$ cat config.mk
export PLATFORM = sky130hd
export DESIGN_NAME = annexb_start_code_splitter
export DESIGN_NICKNAME = d
export VERILOG_FILES = /design/src/rtl/ascs_pkg.sv /design/src/rtl/ascs_front.sv /design/src/rtl/ascs_queue.sv /design/src/rtl/annexb_start_code_splitter.sv
export SDC_FILE = /design/constraint.sdc
export NUM_CORES = 1
export LEC_CHECK = 0
export ABC_AREA = 0
export BUFFER_PORTS_ARGS = -buffer_cell sky130_fd_sc_hd__buf_4
export CORE_MARGIN = 10
export CORE_UTILIZATION = 61
export CTS_CLUSTER_SIZE = 28
export DETAILED_ROUTE_END_ITERATION = 10
export PLACE_DENSITY = 0.86
export SYNTH_ARGS = -nofsm -noshare
export SYNTH_HDL_FRONTEND = slang
export SYNTH_SLANG_ARGS = --single-unit
$ cat constraint.sdc
create_clock -name clk -period 3.8 [get_ports clk]
set_clock_uncertainty 0.2 [all_clocks]
set_input_delay 0.38 -clock clk [delete_from_list [all_inputs] [get_ports clk]]
set_output_delay 0.38 -clock clk [all_outputs]
set_load 0.05 [all_outputs]
$ cat src/rtl/ascs_pkg.sv
// shared types and constants for the annex-b start code splitter
package ascs_pkg;

	localparam int LINE_DEPTH  = 4;
	localparam int QUEUE_DEPTH = 4;
	localparam int LCNT_W      = $clog2(LINE_DEPTH + 1);
	localparam int QPTR_W      = $clog2(QUEUE_DEPTH);
	localparam int QCNT_W      = $clog2(QUEUE_DEPTH + 1);

	localparam logic [7:0] ZERO_BYTE = 8'h00;
	localparam logic [7:0] ONE_BYTE  = 8'h01;
	localparam logic [4:0] TYPE_MASK = 5'h1F;
	localparam logic [1:0] ZRUN_MAX  = 2'd2;

	// one result byte as it waits in the queue
	typedef struct packed {
		logic [7:0] data;
		logic       first;
		logic       last;
		logic [4:0] ntype;
	} ascs_rec_t;

	// up to two results produced by one input byte
	typedef struct packed {
		logic [1:0] num;
		ascs_rec_t  rec0;
		ascs_rec_t  rec1;
	} ascs_push_t;

endpackage

$ cat src/rtl/ascs_front.sv
// front part: start code search, pending line and result classification
module ascs_front (
	input  logic              clk,
	input  logic              arst_n,
	input  logic              fire,
	input  logic [7:0]        stream_byte,
	output ascs_pkg::ascs_push_t push
);
	import ascs_pkg::*;

	logic              unit_open_q;
	logic              guard_q;
	logic              first_q;
	logic [1:0]        zrun_q;
	logic [LCNT_W-1:0] lcnt_q;
	logic [4:0]        ntype_q;
	logic [7:0]        line_q [LINE_DEPTH];

	logic              unit_open_d;
	logic              guard_d;
	logic              first_d;
	logic [1:0]        zrun_d;
	logic [LCNT_W-1:0] lcnt_d;
	logic [4:0]        ntype_d;
	logic [7:0]        line_d [LINE_DEPTH];

	logic              start_hit;
	logic [1:0]        zrun_cnt;
	logic [1:0]        keep_raw;
	logic [1:0]        keep;

	assign start_hit = (stream_byte == ONE_BYTE) && (zrun_q >= ZRUN_MAX);

	// saturating zero run counter
	always_comb begin
		if (stream_byte == ZERO_BYTE) begin
			zrun_cnt = (zrun_q < ZRUN_MAX) ? zrun_q + 2'd1 : zrun_q;
		end else begin
			zrun_cnt = 2'd0;
		end
	end

	// bytes kept at a close: drop the start code zeros and a zero ahead of them, if any
	always_comb begin
		keep_raw = (lcnt_q >= LCNT_W'(2)) ? 2'(lcnt_q - LCNT_W'(2)) : 2'd0;
		keep = keep_raw;
		if (keep_raw == 2'd1 && line_q[0] == ZERO_BYTE) begin
			keep = 2'd0;
		end else if (keep_raw == 2'd2 && line_q[1] == ZERO_BYTE) begin
			keep = 2'd1;
		end
	end

	// next state and results of one transfer
	always_comb begin
		unit_open_d = unit_open_q;
		guard_d     = guard_q;
		first_d     = first_q;
		zrun_d      = zrun_q;
		lcnt_d      = lcnt_q;
		ntype_d     = ntype_q;
		for (int i = 0; i < LINE_DEPTH; i++) begin
			line_d[i] = line_q[i];
		end
		push.num        = 2'd0;
		push.rec0.data  = line_q[0];
		push.rec0.first = first_q;
		push.rec0.last  = 1'b0;
		push.rec0.ntype = ntype_q;
		push.rec1.data  = line_q[1];
		push.rec1.first = 1'b0;
		push.rec1.last  = 1'b1;
		push.rec1.ntype = ntype_q;

		if (fire) begin
			if (!unit_open_q) begin
				// hunting for the first start code
				if (start_hit) begin
					unit_open_d = 1'b1;
					guard_d     = 1'b1;
					zrun_d      = 2'd0;
					lcnt_d      = '0;
					first_d     = 1'b1;
				end else begin
					zrun_d = zrun_cnt;
				end
			end else if (guard_q) begin
				// first payload byte sets the unit type
				line_d[0] = stream_byte;
				lcnt_d    = LCNT_W'(1);
				ntype_d   = stream_byte[4:0] & TYPE_MASK;
				guard_d   = 1'b0;
				zrun_d    = 2'd0;
			end else if (start_hit) begin
				// close the unit, flush the kept bytes, open the next one
				push.num       = keep;
				push.rec0.last = (keep == 2'd1);
				unit_open_d    = 1'b1;
				guard_d        = 1'b1;
				zrun_d         = 2'd0;
				lcnt_d         = '0;
				first_d        = 1'b1;
			end else begin
				zrun_d = zrun_cnt;
				if (lcnt_q >= LCNT_W'(LINE_DEPTH)) begin
					// line full: oldest byte leaves
					push.num = 2'd1;
					first_d  = 1'b0;
					for (int i = 0; i < LINE_DEPTH - 1; i++) begin
						line_d[i] = line_q[i + 1];
					end
					line_d[LINE_DEPTH - 1] = stream_byte;
				end else begin
					line_d[lcnt_q[LCNT_W-2:0]] = stream_byte;
					lcnt_d = lcnt_q + LCNT_W'(1);
				end
			end
		end
	end

	// control state
	always_ff @(posedge clk or negedge arst_n) begin
		if (!arst_n) begin
			unit_open_q <= 1'b0;
			guard_q     <= 1'b0;
			first_q     <= 1'b1;
			zrun_q      <= 2'd0;
			lcnt_q      <= '0;
			ntype_q     <= '0;
		end else begin
			unit_open_q <= unit_open_d;
			guard_q     <= guard_d;
			first_q     <= first_d;
			zrun_q      <= zrun_d;
			lcnt_q      <= lcnt_d;
			ntype_q     <= ntype_d;
		end
	end

	// pending line payload
	always_ff @(posedge clk) begin
		for (int i = 0; i < LINE_DEPTH; i++) begin
			line_q[i] <= line_d[i];
		end
	end

endmodule

$ cat src/rtl/ascs_queue.sv
// back part: result queue taking up to two entries a cycle, handing out one
module ascs_queue (
	input  logic                 clk,
	input  logic                 arst_n,
	input  ascs_pkg::ascs_push_t push,
	output logic                 has_room,
	output logic                 out_valid,
	input  logic                 out_ready,
	output ascs_pkg::ascs_rec_t  head
);
	import ascs_pkg::*;

	ascs_rec_t         entry_q [QUEUE_DEPTH];
	logic [QPTR_W-1:0] wr_ptr_q;
	logic [QPTR_W-1:0] rd_ptr_q;
	logic [QCNT_W-1:0] cnt_q;
	logic              pop;
	logic [QPTR_W-1:0] wr_ptr_nx;

	assign has_room  = cnt_q <= QCNT_W'(QUEUE_DEPTH - 2);
	assign out_valid = cnt_q != '0;
	assign head      = entry_q[rd_ptr_q];
	assign pop       = out_valid && out_ready;
	assign wr_ptr_nx = wr_ptr_q + QPTR_W'(1);

	// pointers and fill count
	always_ff @(posedge clk or negedge arst_n) begin
		if (!arst_n) begin
			wr_ptr_q <= '0;
			rd_ptr_q <= '0;
			cnt_q    <= '0;
		end else begin
			wr_ptr_q <= wr_ptr_q + QPTR_W'(push.num);
			if (pop) begin
				rd_ptr_q <= rd_ptr_q + QPTR_W'(1);
			end
			cnt_q <= cnt_q + QCNT_W'(push.num) - QCNT_W'(pop);
		end
	end

	// entry storage
	always_ff @(posedge clk) begin
		if (push.num != 2'd0) begin
			entry_q[wr_ptr_q] <= push.rec0;
		end
		if (push.num == 2'd2) begin
			entry_q[wr_ptr_nx] <= push.rec1;
		end
	end

endmodule

$ cat src/rtl/annexb_start_code_splitter.sv
// top level of the annex-b start code splitter
// Takes one stream byte per transfer and emits NAL unit payload bytes with the
// start codes removed, flagged first/last and tagged with the unit type. An
// input byte is taken every cycle while the four-entry result queue holds at
// most two entries; the output side drains one byte per cycle while out_ready
// is high, so with a ready receiver the sustained rate is one byte per clock.
// A payload byte leaves the classifier when the fourth byte after it
// arrives (four-byte pending line) or when the next start code closes the unit;
// the closing start code can release two bytes in one cycle. Bytes before the
// first 00 00 01 are dropped; the unfinished last unit never gets its last flag.
module annexb_start_code_splitter (
	input  logic       clk,
	input  logic       arst_n,
	input  logic       in_valid,
	output logic       in_ready,
	input  logic [7:0] stream_byte,
	output logic       out_valid,
	input  logic       out_ready,
	output logic [7:0] payload_byte,
	output logic       unit_first,
	output logic       unit_last,
	output logic [4:0] unit_type
);
	import ascs_pkg::*;

	ascs_push_t push;
	ascs_rec_t  head;
	logic       has_room;
	logic       fire;

	assign in_ready = has_room;
	assign fire     = in_valid && has_room;

	// classifier and pending line
	ascs_front u_front (
		.clk         (clk),
		.arst_n      (arst_n),
		.fire        (fire),
		.stream_byte (stream_byte),
		.push        (push)
	);

	// result queue and output side
	ascs_queue u_queue (
		.clk       (clk),
		.arst_n    (arst_n),
		.push      (push),
		.has_room  (has_room),
		.out_valid (out_valid),
		.out_ready (out_ready),
		.head      (head)
	);

	assign payload_byte = head.data;
	assign unit_first   = head.first;
	assign unit_last    = head.last;
	assign unit_type    = head.ntype;

endmodule

# Word level (Yosys, flattened, before mapping)
# Memory sizes are Yosys's and may differ from the RTL's.
# Index checks and enable logic that the tools add are counted.
# op_classes
n_addsub,8
order_cmp,7
n_eq_ne,7
muxes,44
n_bitwise,1
reduce_logical,17
# op_table
operator,n
two-way mux 32 bit,4
bitwise mux 32 bit,1
zero test 8 bit,3
two-way mux 2 bit,12
two-way mux 24 bit,1
two-way mux 1 bit,18
demux 8 bit (select 2 bit),1
two-way mux 8 bit,2
two-way mux 3 bit,5
"== test 8 x 1 -> 1 bit, second input constant",1
"adder 2 x 1 -> 2 bit, second input constant",3
">= comparator 3 bit, second input constant",2
logical AND 1 bit,6
AND reduction 3 bit,2
nonzero test 3 bit,2
"== test 2 x 1 -> 1 bit, second input constant",2
"== test 2 bit, second input constant",2
AND reduction 4 bit,1
nonzero test 2 bit,2
"adder 3 x 1 -> 3 bit, second input constant",1
adder 3 x 2 -> 3 bit,1
">= comparator 3 x 2 -> 1 bit, second input constant",1
"less-or-equal comparator 3 x 2 -> 1 bit, second input constant",1
"< comparator 3 x 1 -> 1 bit, second input constant",1
9 further kinds,9
# word_totals
ff_bits,20
mem_bits_rw,92
inputBits,12
output_inout_bits,17
wordCells,95
n_memories,2
# memory_table
memory,depth,word_bits,read_ports,rd_clocked_by_memory_dff,wr,line,text
u_queue.entry_q,4,15,1,0,2,ascs_queue.sv:13,ascs_rec_t entry_q [QUEUE_DEPTH];
u_front.line_q,4,8,4,0,4,ascs_front.sv:17,logic [7:0] line_q [LINE_DEPTH];

# Depth between registers and ports, before layout
# depth
depth_word,13
ltp_mapped,11
ltp_nobuf,10

# Modules after synthesis
# From an unflattened synthesis, not the netlist that was laid out.
# hier_totals
cells_unflattened,397
area_unflattened_um2,5677.9
# by_module_without_submodules
mod,n_inst,cells_each,area_each_um2
ascs_queue,1,188,3432.0
ascs_front,1,208,2239.6
annexb_start_code_splitter,1,1,6.3

# Worst setup path after synthesis
# Ideal clock, no wire load.
# synth_path
path_kind,reg-to-reg
from,register u_queue.cnt_q[1]
to,register u_queue.cnt_q[2]
setup_time_ps,123
arrival_time_ps,3174
required_time_ps,3477
setup_slack_ps,303
stages_incl_launch_ff,11
synth_period_minus_slack_ps,3497
cell_sequence,dfrtp_1 > a21oi_1 > nand4_1 > a2111oi_4 > buf_6 > a21o_1 > ha_1 > inv_1 > fa_1 > xor2_1 > xnor2_1
# synth_via
elab_chain_cells,5
# synth_lines
element,line,text
"start, declared",ascs_queue.sv:16,logic [QCNT_W-1:0] cnt_q;
"start signal, assigned",ascs_queue.sv:37,cnt_q <= cnt_q + QCNT_W'(push.num) - QCNT_W'(pop);
less-or-equal comparator 3 x 2 -> 1 bit,ascs_queue.sv:20,assign has_room = cnt_q <= QCNT_W'(QUEUE_DEPTH - 2);
named net in_ready,annexb_start_code_splitter.sv:15,"output logic in_ready,"
logical AND 1 bit,annexb_start_code_splitter.sv:32,assign fire = in_valid && has_room;
two-way mux 2 bit,ascs_front.sv:75,if (fire) begin
adder 3 x 2 -> 3 bit,ascs_queue.sv:37,
subtractor 3 x 1 -> 3 bit,ascs_queue.sv:37,
# The timed path passes the listed nets, and every way through them passes these cells.
# A chain may end at the register's enable or synchronous reset.

# Final worst setup path
# layout_path
from,register u_queue.cnt_q[1]
to,register u_queue.cnt_q[2]
# layout_via
elab_chain_cells,5
# layout_lines
element,line
less-or-equal comparator 3 x 2 -> 1 bit,ascs_queue.sv:20
logical AND 1 bit,annexb_start_code_splitter.sv:32
two-way mux 2 bit,ascs_front.sv:75
adder 3 x 2 -> 3 bit,ascs_queue.sv:37
subtractor 3 x 1 -> 3 bit *,ascs_queue.sv:37
# Mark *: on every way between the ends. The rest lies on a longest branch, timed or not.

==> results.md <==
* CP required at 3870 ps
* Routed vias at 3,464
* Final setup viols at 0
* Full die area at 13,000 sq um
* Vias per Instance at 6.51
* EDFF count, synth at 84
* Post-CTS Setup Bufs at 0
* Slew margin rel. at 37.1%
* Startpoint types: flip-flop
* Share of cells above drive strength 1 at 20.5%
* I/O Buffers at 28
* Place WS at 465 ps
* Post-Syn Area at 5410 sq um
* Xor and xnor area share after synthesis at 0.971%
* Library cells used by synthesis at 50
* Core area at 8680 sq um
* Vias in the first global route at 3,512
* Initial antenna violation count at 0
* Num ports at 29
* Post-Syn Nets at 418
* Commonest cells in the netlist: edfxtp_1, a22o_1, nand2_1, o21a_1, dfrtp_1
* Reg2reg start: u_queue.cnt_q[1]$_DFF_PN0_
* Arr. time, crit path at roughly 3300 ps
* Antenna Violating Nets Remaining at 0
* Final worst slack at 532 ps
* Total power at 2360 uW
* # rows at 34
* Multi-input gate area at 2010 sq um
* Crit path max fanout at 13
* Reg area at 3180 sq um
* Number of buffers created by CTS at 9
* Drt initial violations at 232
* Sequential cell area fraction in the yosys report at 58.8%
* RSZ-0062 raised after global routing: false
* Maxcap violations at 0
* Final worst path period need at 3270 ps
* Worst-path clk slew at 110 ps
* Nature of the critical path endpoint: flip-flop
* Area Growth Syn to Fin at 8.00%
* Top cell type by total area after synthesis: edfxtp_1
* Worst-Margin Slew at approximately 940 ps
* GPL Wtd Cong at 0.886
* Max VDD drop at 0.241 mV
* GRT Total Usage at ~18%
* N_diodes at 0
* Largest net degree at the start of global routing at 23
* Main synth FF type: edfxtp_1
* Yosys warns at 0
* Avg Inst Size Synth at 13.7 sq um
* Tcrit/Tclk final at 86.0%
* Main combinational cell family by area after synthesis: compound AO/OA/AOI/OAI gates
* First-pass GRT wire length at 18,300 microns
* Root Driver: clkbuf_8
* Hold Path Origin: stream_byte[3]
* #FFs+latches synth at 112
* Detailed Route WL at about 11,000 microns
* Hold Vio Cnt, Final at 0
* Final #Nets at between 400 and 500
* CP startpoint: u_queue.cnt_q[1]$_DFF_PN0_
* Filler cells at 630
* Setup CP Type: reg2reg
* Async set-or-reset flop fraction in the synthesized netlist at 17.9%
* Mux contribution to synthesized area at 7.28%
* Clock buffer depth at 2
* Setup total negative slack at 0 ps
* Power Dens Cells at 404 nW/um^2
* CTS tree: built
* Synth top area cells: edfxtp_1, dfrtp_1, a22o_1, mux4_2, o21a_1
* Hpwl dp at 7810 microns
* CTS H-tree lvls at 3
* Grt ovf at 0
* Starting density of the core at 62.4%
* Most frequent cell after synthesis: edfxtp_1
* Post-Synth Simple-Gate Area at around 8.4%
* Drt pass-1 iters at 5
* Final max-slew violation count at 0
* Share of the synthesized area in the top cell type at a little under half
* Die Height at approximately 110 microns
* Maximum clock frequency at around 300 MHz
* Syn Inst Count at 395
* Post-CTS sizing at 0
* DRC Markers at 0
* # clock sinks at around 110
* Post-Synth Adder-Cell Area at 2.68%
* Worst-Skew Late Latency at 370 ps
* Compound-gate portion of the synthesized area at 17.8%
* Worst min path class: in2reg
* Total leakage power at between 0.0015 and 0.002 uW
* WL/cell at 20.9 microns
* Status: finished, final reports clean
* Die W at around 110 microns
[metal layers]
| layer | share of wire [%] | GRT usage, % | wire (microns) |
|---|---|---|---|
| met5 | 0 | 0 | 0 |
| met4 | 1.3 | 6.27 | 141 |
| met3 | 6.8 | 3.20 | 753 |
| met2 | 51 | 29.2 | 5640 |
| met1 | 41 | 22.4 | 4600 |
[worst max-delay path: stages (launching register included)]
cell and delay (ps):
dfrtp_1 410, a21oi_1 370, nand4_1 350, a2111oi_4 730, a21o_1 250, ha_1 140
inv_1 50, fa_1 370, xor2_1 160, xnor2_1 130
[kinds of logic after synthesis]
logic type / after synthesis
AO/OA/AOI/OAI: 120
XOR/XNOR: 6
adder cells (fa/ha/maj): 11
buffers and inverters: 40
flip-flops: 112
multiplexers: 20
AND/OR/NAND/NOR: 86
[per-stage QoR]
step	instances	utilization, %	instance area [sq um]	hold slack (ps)
2_1_floorplan	395	-	5410	-116
3_3_place_gp	515	65.2	5660	75.5
3_5_place_dp	515	65.2	5660	82.7
4_1_cts	532	67.4	5850	96.7
5_1_grt	532	67.4	5850	98.2
6_report	532	67.4	5850	106
[path summary, 6_finish.rpt]
check / to / slack [ps] / cells after the start
max: u_queue.cnt_q[2]$_DFF_PN0_ / 530 / 9
min: u_front.ntype_q[3]$_DFFE_PN0P_ / 110 / 2
max reg2reg: u_queue.cnt_q[2]$_DFF_PN0_ / 530 / 9
min reg2reg: u_queue.entry_q[2][6]$_SDFFE_PP0N_ / 270 / 2
max in group asynchronous: u_front.first_q$_DFFE_PN1P_ / 2910 / 2
min in group asynchronous: u_front.lcnt_q[1]$_DFFE_PN0P_ / 220 / 2
[power breakdown]
part | switching [uW] | internal, uW | total [uW]
Combinational | 127 | 142 | 269
Clock | 418 | 246 | 664
Sequential | 100 | 1330 | 1430
[sequential cells by signal (all words and copies together), names as in the netlist]
name / cells
u_front.guard_q: 1
u_queue.cnt_q: 3
u_queue.rd_ptr_q: 2
u_queue.entry_q: 60
u_front.ntype_q: 5
u_front.first_q: 1
u_front.line_q: 32
u_front.lcnt_q: 3
u_queue.wr_ptr_q: 2
u_front.unit_open_q: 1
u_front.zrun_q: 2
[final cells by class]
cell class / count / area share (%)
Sequential cell: 112 / 54.5
Multi-Input combinational cell: 243 / 34.3
Timing Repair Buffer: 37 / 4.79
Tap cell: 108 / 2.31
Clock buffer: 9 / 2.12
Inverter: 16 / 1.03
Clock inverter: 7 / 0.942
[cell usage in the layout (no fill, tap or decap), types with 2 or more instances in the layout]
cell and n:
xor2_1 3, o31ai_1 3, o21ai_0 18, buf_4 36, dfxtp_1 8, mux4_2 15, o21a_1 22, mux2_2 5
nor4_1 3, a21o_1 3, o211ai_1 8, nor2b_1 12, a21oi_1 7, and3_1 4, nand2_1 32, nor2_1 13
ha_1 10, o21a_2 2, dfrtp_1 19, nand4_1 3, inv_1 16, inv_6 2, or2_2 5, a22o_1 46
edfxtp_1 84, clkinvlp_4 3, clkbuf_8 9, o31a_1 4, nor3_1 2, nand3_1 3, xnor2_1 3
[timing repair]
action	in CTS	in global routing
hold buffers	1	0
endpoints found under the setup margin	0	0
hold endpoints to repair	20	0
No activity file was read; power rests on OpenSTA's default activity.
